===== src/rtl/assert_macros.svh =====
// Assertion macros used by euler_flux_3d.
// Depends on nothing; taken in by `include.
`ifndef ASSERT_MACROS_SVH
`define ASSERT_MACROS_SVH

// Clocked property, disabled while reset is asserted (active low).
`define ASSERT_CLK(lbl, clk, rstn, prop) \
  lbl: assert property (@(posedge clk) disable iff (!rstn) prop) \
    else $error("assertion failed");

// Condition that must never be true on a clock edge outside reset.
`define ASSERT_NEVER(lbl, clk, rstn, cond) \
  `ASSERT_CLK(lbl, clk, rstn, !(cond))

`endif


===== src/rtl/ef3_div.sv =====
// Unsigned restoring divider, one quotient bit per cycle.
// Standalone; used by ef3_lane and euler_flux_3d.
`default_nettype none
module ef3_div #(
  parameter int NUM_W = 48,
  parameter int DEN_W = 32
) (
  input  wire logic             clk_i,
  input  wire logic             rst_ni,
  input  wire logic             start_i,
  input  wire logic [NUM_W-1:0] num_i,
  input  wire logic [DEN_W-1:0] den_i,
  output logic                  busy_o,
  output logic [NUM_W-1:0]      quo_o
);

  localparam int CNT_W = (NUM_W > 1) ? $clog2(NUM_W) : 1;

  logic             busy_q;
  logic [CNT_W-1:0] cnt_q;
  logic [DEN_W-1:0] den_q;
  logic [DEN_W-1:0] rem_q, rem_d;
  logic [NUM_W-1:0] nq_q;
  logic [DEN_W:0]   rem_sh, rem_sub;
  logic             ge;

  assign rem_sh  = {rem_q, nq_q[NUM_W-1]};
  assign ge      = rem_sh >= {1'b0, den_q};
  assign rem_sub = ge ? (rem_sh - {1'b0, den_q}) : rem_sh;
  assign rem_d   = rem_sub[DEN_W-1:0];

  always_ff @(posedge clk_i or negedge rst_ni) begin
    if (!rst_ni) begin
      busy_q <= 1'b0;
      cnt_q  <= '0;
    end else if (start_i) begin
      busy_q <= 1'b1;
      cnt_q  <= CNT_W'(NUM_W - 1);
    end else if (busy_q) begin
      if (cnt_q == '0) begin
        busy_q <= 1'b0;
      end
      cnt_q <= cnt_q - 1'b1;
    end
  end

  always_ff @(posedge clk_i) begin
    if (start_i) begin
      nq_q  <= num_i;
      rem_q <= '0;
      den_q <= den_i;
    end else if (busy_q) begin
      rem_q <= rem_d;
      nq_q  <= {nq_q[NUM_W-2:0], ge};
    end
  end

  assign busy_o = busy_q;
  assign quo_o  = nq_q;

endmodule
`default_nettype wire


===== config.mk =====
export PLATFORM = sky130hd
export DESIGN_NAME = ef3_div
export DESIGN_NICKNAME = d
export VERILOG_FILES = /design/src/rtl/assert_macros.svh /design/src/rtl/ef3_div.sv
export SDC_FILE = /design/constraint.sdc
export NUM_CORES = 1
export LEC_CHECK = 0
export ABC_AREA = 1
export BUFFER_PORTS_ARGS = -buffer_cell sky130_fd_sc_hd__buf_4
export CAP_MARGIN = 20
export CORE_ASPECT_RATIO = 1.75
export CORE_MARGIN = 4
export CORE_UTILIZATION = 47
export CTS_BUF_LIST = sky130_fd_sc_hd__clkbuf_4
export CTS_CLUSTER_SIZE = 12
export DETAILED_ROUTE_END_ITERATION = 7
export GPL_TIMING_DRIVEN = 0
export PLACE_DENSITY = 0.71
export SYNTH_ARGS = -nofsm -noshare
export SYNTH_HDL_FRONTEND = slang
export SYNTH_SLANG_ARGS = --single-unit

===== constraint.sdc =====
create_clock -name clk_i -period 2.5 [get_ports clk_i]
set_input_delay 0.375 -clock clk_i [delete_from_list [all_inputs] [get_ports clk_i]]
set_output_delay 0.375 -clock clk_i [all_outputs]
set_load 0.1 [all_outputs]

Word level (Yosys, flattened, before mapping)
Index checks and enable logic that the tools add are counted.
{"block": "classes", "order_cmp": 1, "add_sub_neg": 2, "reduce_logical": 2, "div": 0, "eq_ne": 0, "shift": 0, "bitwise_logic": 0, "mux": 8, "multipliers": 0}
{"operator": "$mux 48", "n": 2}
{"operator": "$ge 33x32->1", "n": 1}
{"operator": "$mux 32", "n": 1}
{"operator": "$sub 32x32->32", "n": 1}
{"operator": "$mux 6", "n": 2}
{"operator": "$logic_not 6->1", "n": 1}
{"operator": "$sub 6x1->6 const B", "n": 1}
{"operator": "$mux 1", "n": 3}
{"operator": "$reduce_bool 2->1", "n": 1}
{"block": "totals", "latchBits": 0, "input_bits": 83, "regBits": 119, "mem_count": 0, "mem_bits_rw": 0, "mem_bits_ro": 0}

Depth between registers and ports, before layout
Gate-level depths: netlist of the first run.
{"block": "depth", "word_depth": 4, "depth_mapped": 17}

Worst setup path before layout of the first run
No wires, ideal clock.
{"block": "synth_timing", "kind": "reg-to-reg", "startpoint": "register busy_q, in the netlist busy_o", "endpoint": "register nq_q[0], in the netlist quo_o[0] (enable)", "path_slack_ps": -755, "required_ps": 2068, "setup_time_ps": 432, "arrival_time_ps": 2823, "path_stages_with_launch": 4, "cell_sequence": "dfrtp_1 nor2_1 inv_1 clkbuf_1"}
{"block": "synth_via", "elab_chain_cells": 1}
{"element": "start: declaration", "line_no": "ef3_div.sv:19", "source": "logic busy_q;"}
{"element": "start signal: assignment", "line_no": "ef3_div.sv:34", "source": "busy_q <= 1'b0;"}
{"element": "start signal: assignment", "line_no": "ef3_div.sv:37", "source": "busy_q <= 1'b1;"}
{"element": "start signal: assignment", "line_no": "ef3_div.sv:41", "source": "busy_q <= 1'b0;"}
{"element": "$reduce_bool 2->1 (no line)"}
{"element": "end signal: assignment", "line_no": "ef3_div.sv:49", "source": "nq_q <= num_i;"}
{"element": "end signal: assignment", "line_no": "ef3_div.sv:54", "source": "nq_q <= {nq_q[NUM_W-2:0], ge};"}
{"element": "end: declaration", "line_no": "ef3_div.sv:23", "source": "logic [NUM_W-1:0] nq_q;"}
No other way between the ends.
A chain may end at the register's enable or synchronous reset.

Final worst setup path of the first run
{"block": "layout_timing", "startpoint": "register den_q[8]", "endpoint": "register rem_q[12]"}
{"block": "layout_via", "elab_chain_cells": 2, "elab_cells_between_ends": 3}
{"element": "start: declaration", "line_no": "ef3_div.sv:21", "source": "logic [DEN_W-1:0] den_q;"}
{"element": "start signal: assignment", "line_no": "ef3_div.sv:51", "source": "den_q <= den_i;"}
{"element": "$sub 32x32->32 / $ge 33x32->1 (equally long branches)", "line_no": "ef3_div.sv:29, ef3_div.sv:28"}
{"element": "$mux 32 (*)", "line_no": "ef3_div.sv:29", "source": "assign rem_sub = ge ? (rem_sh - {1'b0, den_q}) : rem_sh;"}
{"element": "end signal: assignment", "line_no": "ef3_div.sv:53", "source": "rem_q <= rem_d;"}
{"element": "end: declaration", "line_no": "ef3_div.sv:22", "source": "logic [DEN_W-1:0] rem_q, rem_d;"}
Mark *: on every way between the ends. The rest lies on a longest branch, timed or not.

==> run metrics, run 1 <==
cells along the critical path inv_1 > ha_1 > nand2_1 > nand2_1 > inv_1 > nand2_1 > inv_1 > nand3_2 > nand2_1 > nand2_2 > nand2_4 > clkbuf_4 > nand3_1 > nand3_1 > o21ai_1; Design Power 8.38 mW; Seq pwr share 30.9%; Final Hold Fails 0; Yosys Warn Count 0; pre-CTS setup slack -0.438 ns; max_cap viols 0; Nets 1359; Post-synth EDFFs 80; # port buffers 131; DRC viols 1; switching pwr 3.90 mW; I/O pin cnt 132; largest net degree at the start of global routing 36; clk slew on worst S/H paths 0.14 ns; Mapped Nets 1175; Synth Register Bits 119; Initial Utilization 47.9%; TNS Setup 0 ns; DRC marker count from the first detailed-route iteration 393; Critical path buffers and inverters 4; Die Wd 104 um; via count 7046; register area share after synthesis 42.3%; cell mode on critical path nand2_1; Hold Startpoint num_i[20]; later-pin clock latency in the skew report 0.54 ns; core region area 0.0159 mm^2; Cells after Synth 1057; Site Rows 61; CP required 2.88 ns; Gate power share 51.0%; H-tree level count 4; initial antenna violation count 1; P_leak 5.04 nW; setup ws final 0.138 ns; Antenna Nets Post-Route 0; reg2reg setup slack 0.14 ns; final setup vio count 0; GRT overflow 0; Placer Congestion 0.987; Arr. time, crit path 2.74 ns; CP startpoint den_q[8]$_DFFE_PP_; Rel. slew slack 37.1%; first-pass iteration count of the detailed router 8; Worst Tran Pin Value 0.944 ns; Routed wire per std cell 14.7 um; Crit path max-delay family simple AND/OR/NAND/NOR gates; Synth Flop Type edfxtp_1; CP endpoint kind flop; critical path's slowest cell ha_1; CTS buffer count 17; Total Routing Usage GR 23.8%; failing checks design-rule violations; dpl hpwl 16.7 mm; CTS tree built; vias in the first global route 7181; clock power share 18.0%; Max Clk Rate 0.423 GHz; Fill cells 1503; # clock sinks 119; R2R Path Start den_q[8]$_DFFE_PP_; first-pass GRT wire length 34.4 mm; Synth async-reset ratio 5.88%; post-layout util 59.9%; status complete, but fails checks; Int Pwr 4.48 mW; switching share of power 46.5%; root buf cell clkbuf_4; area of the mapped netlist 0.00761 mm^2; hold-critical path depth 3; vias per inst 4.88; kind of critical path flop to flop; Final Max Slew Viols 0; VDD IR max 0.000517 V; crit share post-route 94.5%; FF-to-FF path depth 15; reg2reg end rem_q[12]$_SDFFE_PP0P_; crit start category flop; syn avg cell area 7.20 um^2; post-route minimum period 2.36 ns; Chip Height 176 um; HP Class input port to flop; Die ar. 0.0184 mm^2; Min-Delay Endpoint quo_o[20]$_DFFE_PP_; Post-CTS Setup Inserts 0; area grow syn2layout 25.0%; ratio of cells with drive above 1 in the final layout 17.2%; final WL 21.3 mm; pwr/cell area 881 mW/mm^2; slowest cell delay on critical path 0.36 ns; RSZ-0062 raised after global routing true; clk buf depth 2; crit path max fanout 10; Setup Skew 0.0353 ns; post-synth cell types 40
==> power groups by stage <==
stage / logic [mW] / registers [mW] / clock network [mW]
2_1_floorplan: 2.64 / 3.17 / 0
3_3_place_gp: 4.18 / 2.63 / 0
3_5_place_dp: 4.21 / 2.63 / 0
4_1_cts: 4.27 / 2.59 / 1.55
5_1_grt: 4.70 / 2.63 / 1.62
6_report: 4.28 / 2.59 / 1.51
==> cells in the mapped netlist, types with 2 or more instances <==
cell,count,area share [%]
nand3_2,5,0.66
o21ai_1,10,0.66
nand3b_1,16,1.6
nand2_2,12,0.99
nand3_1,77,5.1
inv_2,3,0.15
nor2_1,43,2.1
xnor2_1,13,1.5
dfrtp_1,7,2.3
a21oi_1,22,1.4
clkinv_1,5,0.25
inv_1,178,8.8
and2_1,2,0.16
buf_2,5,0.33
edfxtp_1,80,32
ha_1,34,5.6
nand2_1,444,22
a31oi_1,2,0.16
nor2_4,3,0.44
nor4_1,2,0.16
o21a_1,2,0.20
buf_4,2,0.20
nand4_1,8,0.66
o21bai_1,3,0.30
nor3_1,6,0.39
buf_6,4,0.59
clkbuf_1,13,0.64
o21ai_0,8,0.53
nor2_2,6,0.49
dfxtp_1,32,8.4
==> cell type report <==
| type | count | area [um^2] | share of cell area, % |
|---|---|---|---|
| diodes | 1 | 2.50 | 0.0263 |
| flip-flops and latches | 119 | 3220 | 33.8 |
| multi-input cells | 726 | 3560 | 37.4 |
| repair buffers | 165 | 1340 | 14.1 |
| clock buffers | 17 | 128 | 1.34 |
| well taps | 189 | 236 | 2.49 |
| clock inverters | 15 | 169 | 1.78 |
| plain buffers | 26 | 159 | 1.67 |
| inverters | 186 | 698 | 7.34 |
==> cell families (layout without fill, tap and decap cells) <==
| kind of cell | count (synthesis) | after routing | share of synthesized area (%) |
|---|---|---|---|
| fa+ha+maj | 35 | 35 | 5.85 |
| other cells | 0 | 1 | 0 |
| xor+xnor | 14 | 14 | 1.61 |
| buf+inv | 212 | 409 | 11.2 |
| flops | 119 | 119 | 42.3 |
| simple gates | 628 | 628 | 35.6 |
| compound gates | 49 | 49 | 3.50 |
==> flip-flops by register name, summed over array words and instances (netlist names) <==
register,count
rem_q,32
cnt_q,6
busy_o,1
den_q,32
quo_o,48
==> per-layer routing <==
layer  wire, um  GRT usage [%]
met2      11200           44.8
met3       1030           4.28
met4       1290           15.4
met5          0              0
met1       7790           23.6
==> worst register-to-register path, stage by stage (launching register included) <==
cell and delay (ns):
edfxtp_1 0.35, inv_1 0.05, ha_1 0.36, nand2_1 0.09, nand2_1 0.08, inv_1 0.07, nand2_1 0.06, inv_1 0.06
nand3_2 0.18, nand2_1 0.15, nand2_2 0.09, nand2_4 0.14, clkbuf_4 0.27, nand3_1 0.10, nand3_1 0.09, o21ai_1 0.06
==> cells in the final DEF (no fill, tap or decap), types with 3 or more instances in the layout <==
cell type	n
a21oi_1	22
buf_2	3
buf_4	133
buf_6	4
clkbuf_1	12
clkbuf_4	19
clkinv_1	6
clkinvlp_4	4
dfrtp_1	7
dfxtp_1	32
dlygate4sd3_1	33
edfxtp_1	80
ha_1	33
inv_1	177
inv_2	4
inv_6	4
nand2_1	443
nand2_2	13
nand3_1	75
nand3_2	7
nand3b_1	16
nand4_1	8
nor2_1	43
nor2_2	6
nor2_4	3
nor3_1	6
o21ai_0	8
o21ai_1	10
o21bai_1	3
xnor2_1	13
==> timing repair <==
action                                  CTS  global route
endpoints found under the setup margin    0            21
hold endpoints to repair                 39             0
hold buffers                             33             0
gates resized for setup                   0             2
==> stage by stage <==
| stage | cell area (um^2) | hold WS (ns) | cells |
|---|---|---|---|
| after floorplan | 7630 | 0.0794 | 1057 |
| after global placement | 8850 | 0.193 | 1377 |
| after detailed placement | 8880 | 0.195 | 1378 |
| after CTS | 9500 | 0.0586 | 1443 |
| after global routing | 9510 | 0.0641 | 1444 |
| final | 9510 | 0.101 | 1444 |
==> how the worst max path moves through the flow <==
| stage | to | slack (ns) | cells after the start |
|---|---|---|---|
| after detailed placement | quo_o[38]$_DFFE_PP_ | -0.44 | 6 |
| after CTS | rem_q[12]$_SDFFE_PP0P_ | 0.07 | 15 |
| after global placement | quo_o[40]$_DFFE_PP_ | -0.58 | 5 |
| after floorplan | rem_q[30]$_SDFFE_PP0P_ | -0.02 | 15 |
| final | rem_q[12]$_SDFFE_PP0P_ | 0.14 | 15 |
| after global routing | rem_q[29]$_SDFFE_PP0P_ | -0.04 | 17 |
Power figures use the tool's default switching activity.
==> run 2: changes to the inputs <==
Settings changed: CAP_MARGIN 20 to 15, CORE_UTILIZATION 47 to 40, PLACE_DENSITY 0.71 to unset.
==> run 2 against run 1 <==
Compared with the run above: the run still ends with design-rule violations left; first-iteration DRC count is 22% lower; routed wire length grew 3.7%; fmax up 2.4%; highest routed layer unchanged.
==> run metrics, run 2 (same netlist as run 1, synthesis figures left out) <==
status complete, but fails checks (unchanged); failing checks design-rule violations (unchanged); Setup Skew 0.0248 ns (was 0.0353 ns); pwr/cell area 881 mW/mm^2 (about the same); Antenna Nets Post-Route 0 (unchanged); Fill cells 1966 (was 1503); Critical path buffers and inverters 4 (unchanged); TNS Setup 0 ns (unchanged); setup ws final 0.194 ns (was 0.138 ns); Routed wire per std cell 14.8 um (was 14.7 um); via count 6950 (was 7046); commonest cells after routing, fill and taps aside nand2_1, inv_1, buf_4 (unchanged); crit path max fanout 6 (was 10); Placed Cells 1427 (was 1378); CP required 2.94 ns (was 2.88 ns); HP Class input port to flop (unchanged); first-pass iteration count of the detailed router 8 (unchanged); Chip Height 190 um (was 176 um); DRC marker count from the first detailed-route iteration 305 (was 393); post-route cell area 0.00961 mm^2 (was 0.00951 mm^2); FF-to-FF path depth 16 (was 15); # clock sinks 119 (unchanged); final WL 22.1 mm (was 21.3 mm); dpl hpwl 17.5 mm (was 16.7 mm); Max Clk Rate 0.434 GHz (was 0.423 GHz); CTS buffer count 17 (unchanged); max_cap viols 0 (unchanged); pre-CTS setup slack -0.320 ns (was -0.438 ns); crit start category flop (unchanged); Hold Startpoint num_i[27] (was num_i[20]); post-layout util 51.5% (was 59.9%); crit share post-route 92.2% (was 94.5%); CTS tree built (unchanged); # port buffers 131 (unchanged); kind of critical path flop to flop (unchanged); reg2reg end rem_q[4]$_SDFFE_PP0P_ (was rem_q[12]$_SDFFE_PP0P_); reg2reg setup slack 0.19 ns (was 0.14 ns); non-filler cells in the finished layout 1497 (was 1444); core region area 0.0187 mm^2 (was 0.0159 mm^2); Nets 1361 (was 1359); Die ar. 0.0214 mm^2 (was 0.0184 mm^2); DRC viols 2 (was 1); Total Routing Usage GR 21.1% (was 23.8%); R2R Path Start den_q[20]$_DFFE_PP_ (was den_q[8]$_DFFE_PP_); slowest cell delay on critical path 0.41 ns (was 0.36 ns); critical path's slowest cell ha_1 (unchanged); ratio of cells with drive above 1 in the final layout 17.4% (was 17.2%); Crit path max-delay family simple AND/OR/NAND/NOR gates (unchanged); later-pin clock latency in the skew report 0.57 ns (was 0.54 ns); post-route minimum period 2.31 ns (was 2.36 ns); final setup vio count 0 (unchanged); Final Hold Fails 0 (unchanged); Rel. slew slack 59.6% (was 37.1%); initial antenna violation count 1 (unchanged); GRT overflow 0 (unchanged); Final Max Slew Viols 0 (unchanged); area grow syn2layout 26.3% (was 25.0%); placed cell area 0.00893 mm^2 (was 0.00888 mm^2); Worst Tran Pin Value 0.605 ns (was 0.944 ns); vias in the first global route 6976 (was 7181); Arr. time, crit path 2.75 ns (was 2.74 ns); Placer Congestion 0.939 (was 0.987); VDD IR max 0.000539 V (was 0.000517 V); Die Wd 112 um (was 104 um); P_leak 5.06 nW (was 5.04 nW); clk slew on worst S/H paths 0.11 ns (was 0.14 ns); root buf cell clkbuf_4 (unchanged); Initial Utilization 40.8% (was 47.9%); clk buf depth 2 (unchanged); vias per inst 4.64 (was 4.88); number of flip-flops under the largest register name 48 (unchanged); RSZ-0062 raised after global routing false (was true); H-tree level count 4 (unchanged); Min-Delay Endpoint quo_o[27]$_DFFE_PP_ (was quo_o[20]$_DFFE_PP_); I/O pin cnt 132 (unchanged); hold-critical path depth 3 (unchanged); cells along the critical path inv_1 > ha_1 > nand2_2 > inv_2 > nand2_1 > nand2_1 > nand2_1 > nand2_1 > nand2_1 > nand2_2 > nor2_8 > buf_8 > buf_12 > nand3_1 > nand3_1 > o21ai_1 (was inv_1 > ha_1 > nand2_1 > nand2_1 > inv_1 > nand2_1 > inv_1 > nand3_2 > nand2_1 > nand2_2 > nand2_4 > clkbuf_4 > nand3_1 > nand3_1 > o21ai_1); first-pass GRT wire length 34.9 mm (was 34.4 mm); Site Rows 66 (was 61); commonest non-fill, non-tap cell in the layout nand2_1 (unchanged); CP endpoint kind flop (unchanged); largest net degree at the start of global routing 37 (was 36); cell mode on critical path nand2_1 (unchanged)
## run 2: worst max path at each step
| stage | from | endpoint | slack (ns) | depth (start not counted) |
|---|---|---|---|---|
| 2_1_floorplan | quo_o[47]$_DFFE_PP_ | rem_q[30]$_SDFFE_PP0P_ | -0.02 | 15 |
| 3_3_place_gp | start_i | quo_o[39]$_DFFE_PP_ | -0.67 | 5 |
| 3_5_place_dp | start_i | quo_o[36]$_DFFE_PP_ | -0.32 | 6 |
| 4_1_cts | den_q[8]$_DFFE_PP_ | rem_q[17]$_SDFFE_PP0P_ | 0.14 | 15 |
| 5_1_grt | den_q[20]$_DFFE_PP_ | rem_q[27]$_SDFFE_PP0P_ | 0.007 | 17 |
| 6_report | den_q[20]$_DFFE_PP_ | rem_q[4]$_SDFFE_PP0P_ | 0.19 | 16 |
## run 2: final cells by class
class	instances	area, um^2	share of cell area [%]
flip-flops and latches	119	3220	33.5
multi-input cells	726	3570	37.1
well taps	238	298	3.10
clock buffers	21	158	1.64
inverters	186	698	7.26
clock inverters	11	131	1.37
plain buffers	26	170	1.77
diodes	3	7.51	0.0781
repair buffers	167	1360	14.2
## run 2: tightest hold or removal path, cell delays in order
cell and delay, ns:
buf_4 0.07, nand2_1 0.04, nand2_1 0.05
## run 2: timing repair
action | in CTS | in global routing
hold buffers | 33 | 0
endpoints found under the setup margin | 0 | 15
buffers inserted | 0 | 2
hold endpoints to repair | 39 | 0
gates resized for setup | 0 | 11
## run 2: power breakdown
part / internal (mW) / total (mW) / switching [mW]
clock: 0.722 / 1.48 / 0.763
combinational: 1.52 / 4.39 / 2.87
sequential: 2.42 / 2.60 / 0.177
total: 4.66 / 8.47 / 3.81
## run 2: through the flow
stage               hold WS [ns]  power [mW]
floorplan                 0.0794        5.81
global placement           0.193        6.87
detailed placement         0.192        6.89
CTS                      0.00465        8.46
global route              0.0335        9.10
finish                    0.0735        8.47
## run 2: per-layer routing
metal	wire [um]	vias to the layer above	track usage [%]	share of wire [%]
li1	-	3665	-	-
met1	7880	3039	20.1	36
met2	12000	201	40.7	54
met3	1210	45	5.05	5.5
met4	1010	0	11.5	4.6
met5	0	-	0	0
==> run 3: changes to the inputs <==
Settings changed: PLACE_DENSITY_LB_ADDON set to 0.15.
==> run 3 against run 2 <==
Compared with the run above: the run now ends clean; final cell count increased by 0.87%; via count up 1.1%; utilization grew 0.63 points.
==> run metrics, run 3 (same netlist as run 1, synthesis figures left out) <==
status completed (was complete, but fails checks); final setup vio count 0 (unchanged); first-pass iteration count of the detailed router 5 (was 8); Routed wire per std cell 14.8 um (about the same); CTS buffer count 17 (unchanged); RSZ-0062 raised after global routing false (unchanged); pwr/cell area 867 mW/mm^2 (was 881 mW/mm^2); CP required 2.98 ns (was 2.94 ns); post-route minimum period 2.27 ns (was 2.31 ns); kind of critical path flop to flop (unchanged); hold-critical path depth 3 (unchanged); Die Wd 112 um (unchanged); vias per inst 4.65 (was 4.64); # clock sinks 119 (unchanged); Arr. time, crit path 2.75 ns (about the same); number of flip-flops under the largest register name 48 (unchanged); crit share post-route 90.9% (was 92.2%); Die ar. 0.0214 mm^2 (unchanged); DRC viols 0 (was 2); Design Power 8.44 mW (was 8.47 mW); commonest non-fill, non-tap cell in the layout nand2_1 (unchanged); CTS tree built (unchanged); VDD IR max 0.000464 V (was 0.000539 V); DRC marker count from the first detailed-route iteration 306 (was 305); placed cell area 0.00891 mm^2 (was 0.00893 mm^2); Worst Tran Pin Value 0.794 ns (was 0.605 ns); Chip Height 190 um (unchanged); clk slew on worst S/H paths 0.12 ns (was 0.11 ns); area grow syn2layout 27.8% (was 26.3%); HP Class input port to flop (unchanged); final WL 22.3 mm (was 22.1 mm); Setup Skew 0.0156 ns (was 0.0248 ns); Placer Congestion 0.943 (was 0.939); non-filler cells in the finished layout 1510 (was 1497); GRT overflow 0 (unchanged); Final Hold Fails 0 (unchanged); CP endpoint kind flop (unchanged); Placed Cells 1426 (was 1427); P_leak 5.10 nW (was 5.06 nW); dpl hpwl 17.4 mm (was 17.5 mm); root buf cell clkbuf_4 (unchanged); ratio of cells with drive above 1 in the final layout 16.9% (was 17.4%); Total Routing Usage GR 21.7% (was 21.1%); Final Max Slew Viols 0 (unchanged); H-tree level count 4 (unchanged); post-route cell area 0.00973 mm^2 (was 0.00961 mm^2); first-pass GRT wire length 36.2 mm (was 34.9 mm); core region area 0.0187 mm^2 (unchanged); vias in the first global route 7315 (was 6976); later-pin clock latency in the skew report 0.58 ns (was 0.57 ns); Antenna Nets Post-Route 0 (unchanged); initial antenna violation count 1 (unchanged); Max Clk Rate 0.440 GHz (was 0.434 GHz); # port buffers 131 (unchanged); largest net degree at the start of global routing 58 (was 37); post-layout util 52.1% (was 51.5%); FF-to-FF path depth 14 (was 16); crit path max fanout 10 (was 6); Site Rows 66 (unchanged); via count 7023 (was 6950); commonest cells after routing, fill and taps aside nand2_1, inv_1, buf_4 (unchanged); Rel. slew slack 47.1% (was 59.6%); Nets 1375 (was 1361); Initial Utilization 40.8% (unchanged); crit start category flop (unchanged); max_cap viols 0 (unchanged); clk buf depth 2 (unchanged); I/O pin cnt 132 (unchanged)
[run 3: routing by layer]
layer	up-vias	track usage [%]	routed length (um)	share of wire (%)
met4	0	10.4	966	4.3
met5	-	0	0	0
met2	199	41.4	12000	54
met3	46	4.83	1240	5.6
li1	3695	-	-	-
met1	3083	21.8	8090	36
[run 3: power breakdown]
part / internal (mW) / switching (mW)
Clock: 0.693 / 0.814
Sequential: 2.42 / 0.178
Combinational: 1.47 / 2.87
Total: 4.58 / 3.86
[run 3: cell type report]
class / instances / area, um^2
well taps: 238 / 298
plain buffers: 26 / 169
clock inverters: 14 / 156
fillers: 1942 / 8930
flip-flops and latches: 119 / 3220
repair buffers: 181 / 1480
diodes: 2 / 5.00
clock buffers: 18 / 135
multi-input cells: 726 / 3570
inverters: 186 / 698
[run 3: metrics by stage]
stage | setup WS, ns | hold slack [ns] | setup TNS [ns]
2_1_floorplan | -0.0235 | 0.0794 | -0.0235
6_report | 0.228 | 0.0639 | 0
3_5_place_dp | -0.292 | 0.191 | -15.12
4_1_cts | 0.0908 | 0.000281 | 0
3_3_place_gp | -0.691 | 0.193 | -37.61
5_1_grt | 0.000908 | 0.0277 | 0
[run 3: worst max-delay path, cell delays in order (launching register included)]
cell,delay (ns)
edfxtp_1,0.35
inv_1,0.04
ha_1,0.36
nand2_1,0.13
nor2_1,0.22
nand2_1,0.13
nor2_2,0.14
inv_2,0.06
nor2_4,0.18
nor2_8,0.09
nand2_8,0.10
buf_8,0.15
nand3_1,0.09
nand2_1,0.09
nand2_1,0.05
[run 3: path summary, 6_finish.rpt]
check,startpoint,end,slack (ns)
hold reg to reg,rem_q[22]$_SDFFE_PP0P_,rem_q[22]$_SDFFE_PP0P_,0.48
hold / removal,num_i[25],quo_o[25]$_DFFE_PP_,0.06
setup / recovery,den_q[15]$_DFFE_PP_,rem_q[30]$_SDFFE_PP0P_,0.23
max in group asynchronous,rst_ni,cnt_q[2]$_DFFE_PN0P_,2.24
setup reg to reg,den_q[15]$_DFFE_PP_,rem_q[30]$_SDFFE_PP0P_,0.23
min in group asynchronous,rst_ni,cnt_q[4]$_DFFE_PN0P_,0.14
[run 3: what timing repair did]
action	in CTS	in global routing
hold endpoints to repair	56	0
gates resized for setup	0	8
hold buffers	50	0
setup buffers	0	0
endpoints found under the setup margin	0	24
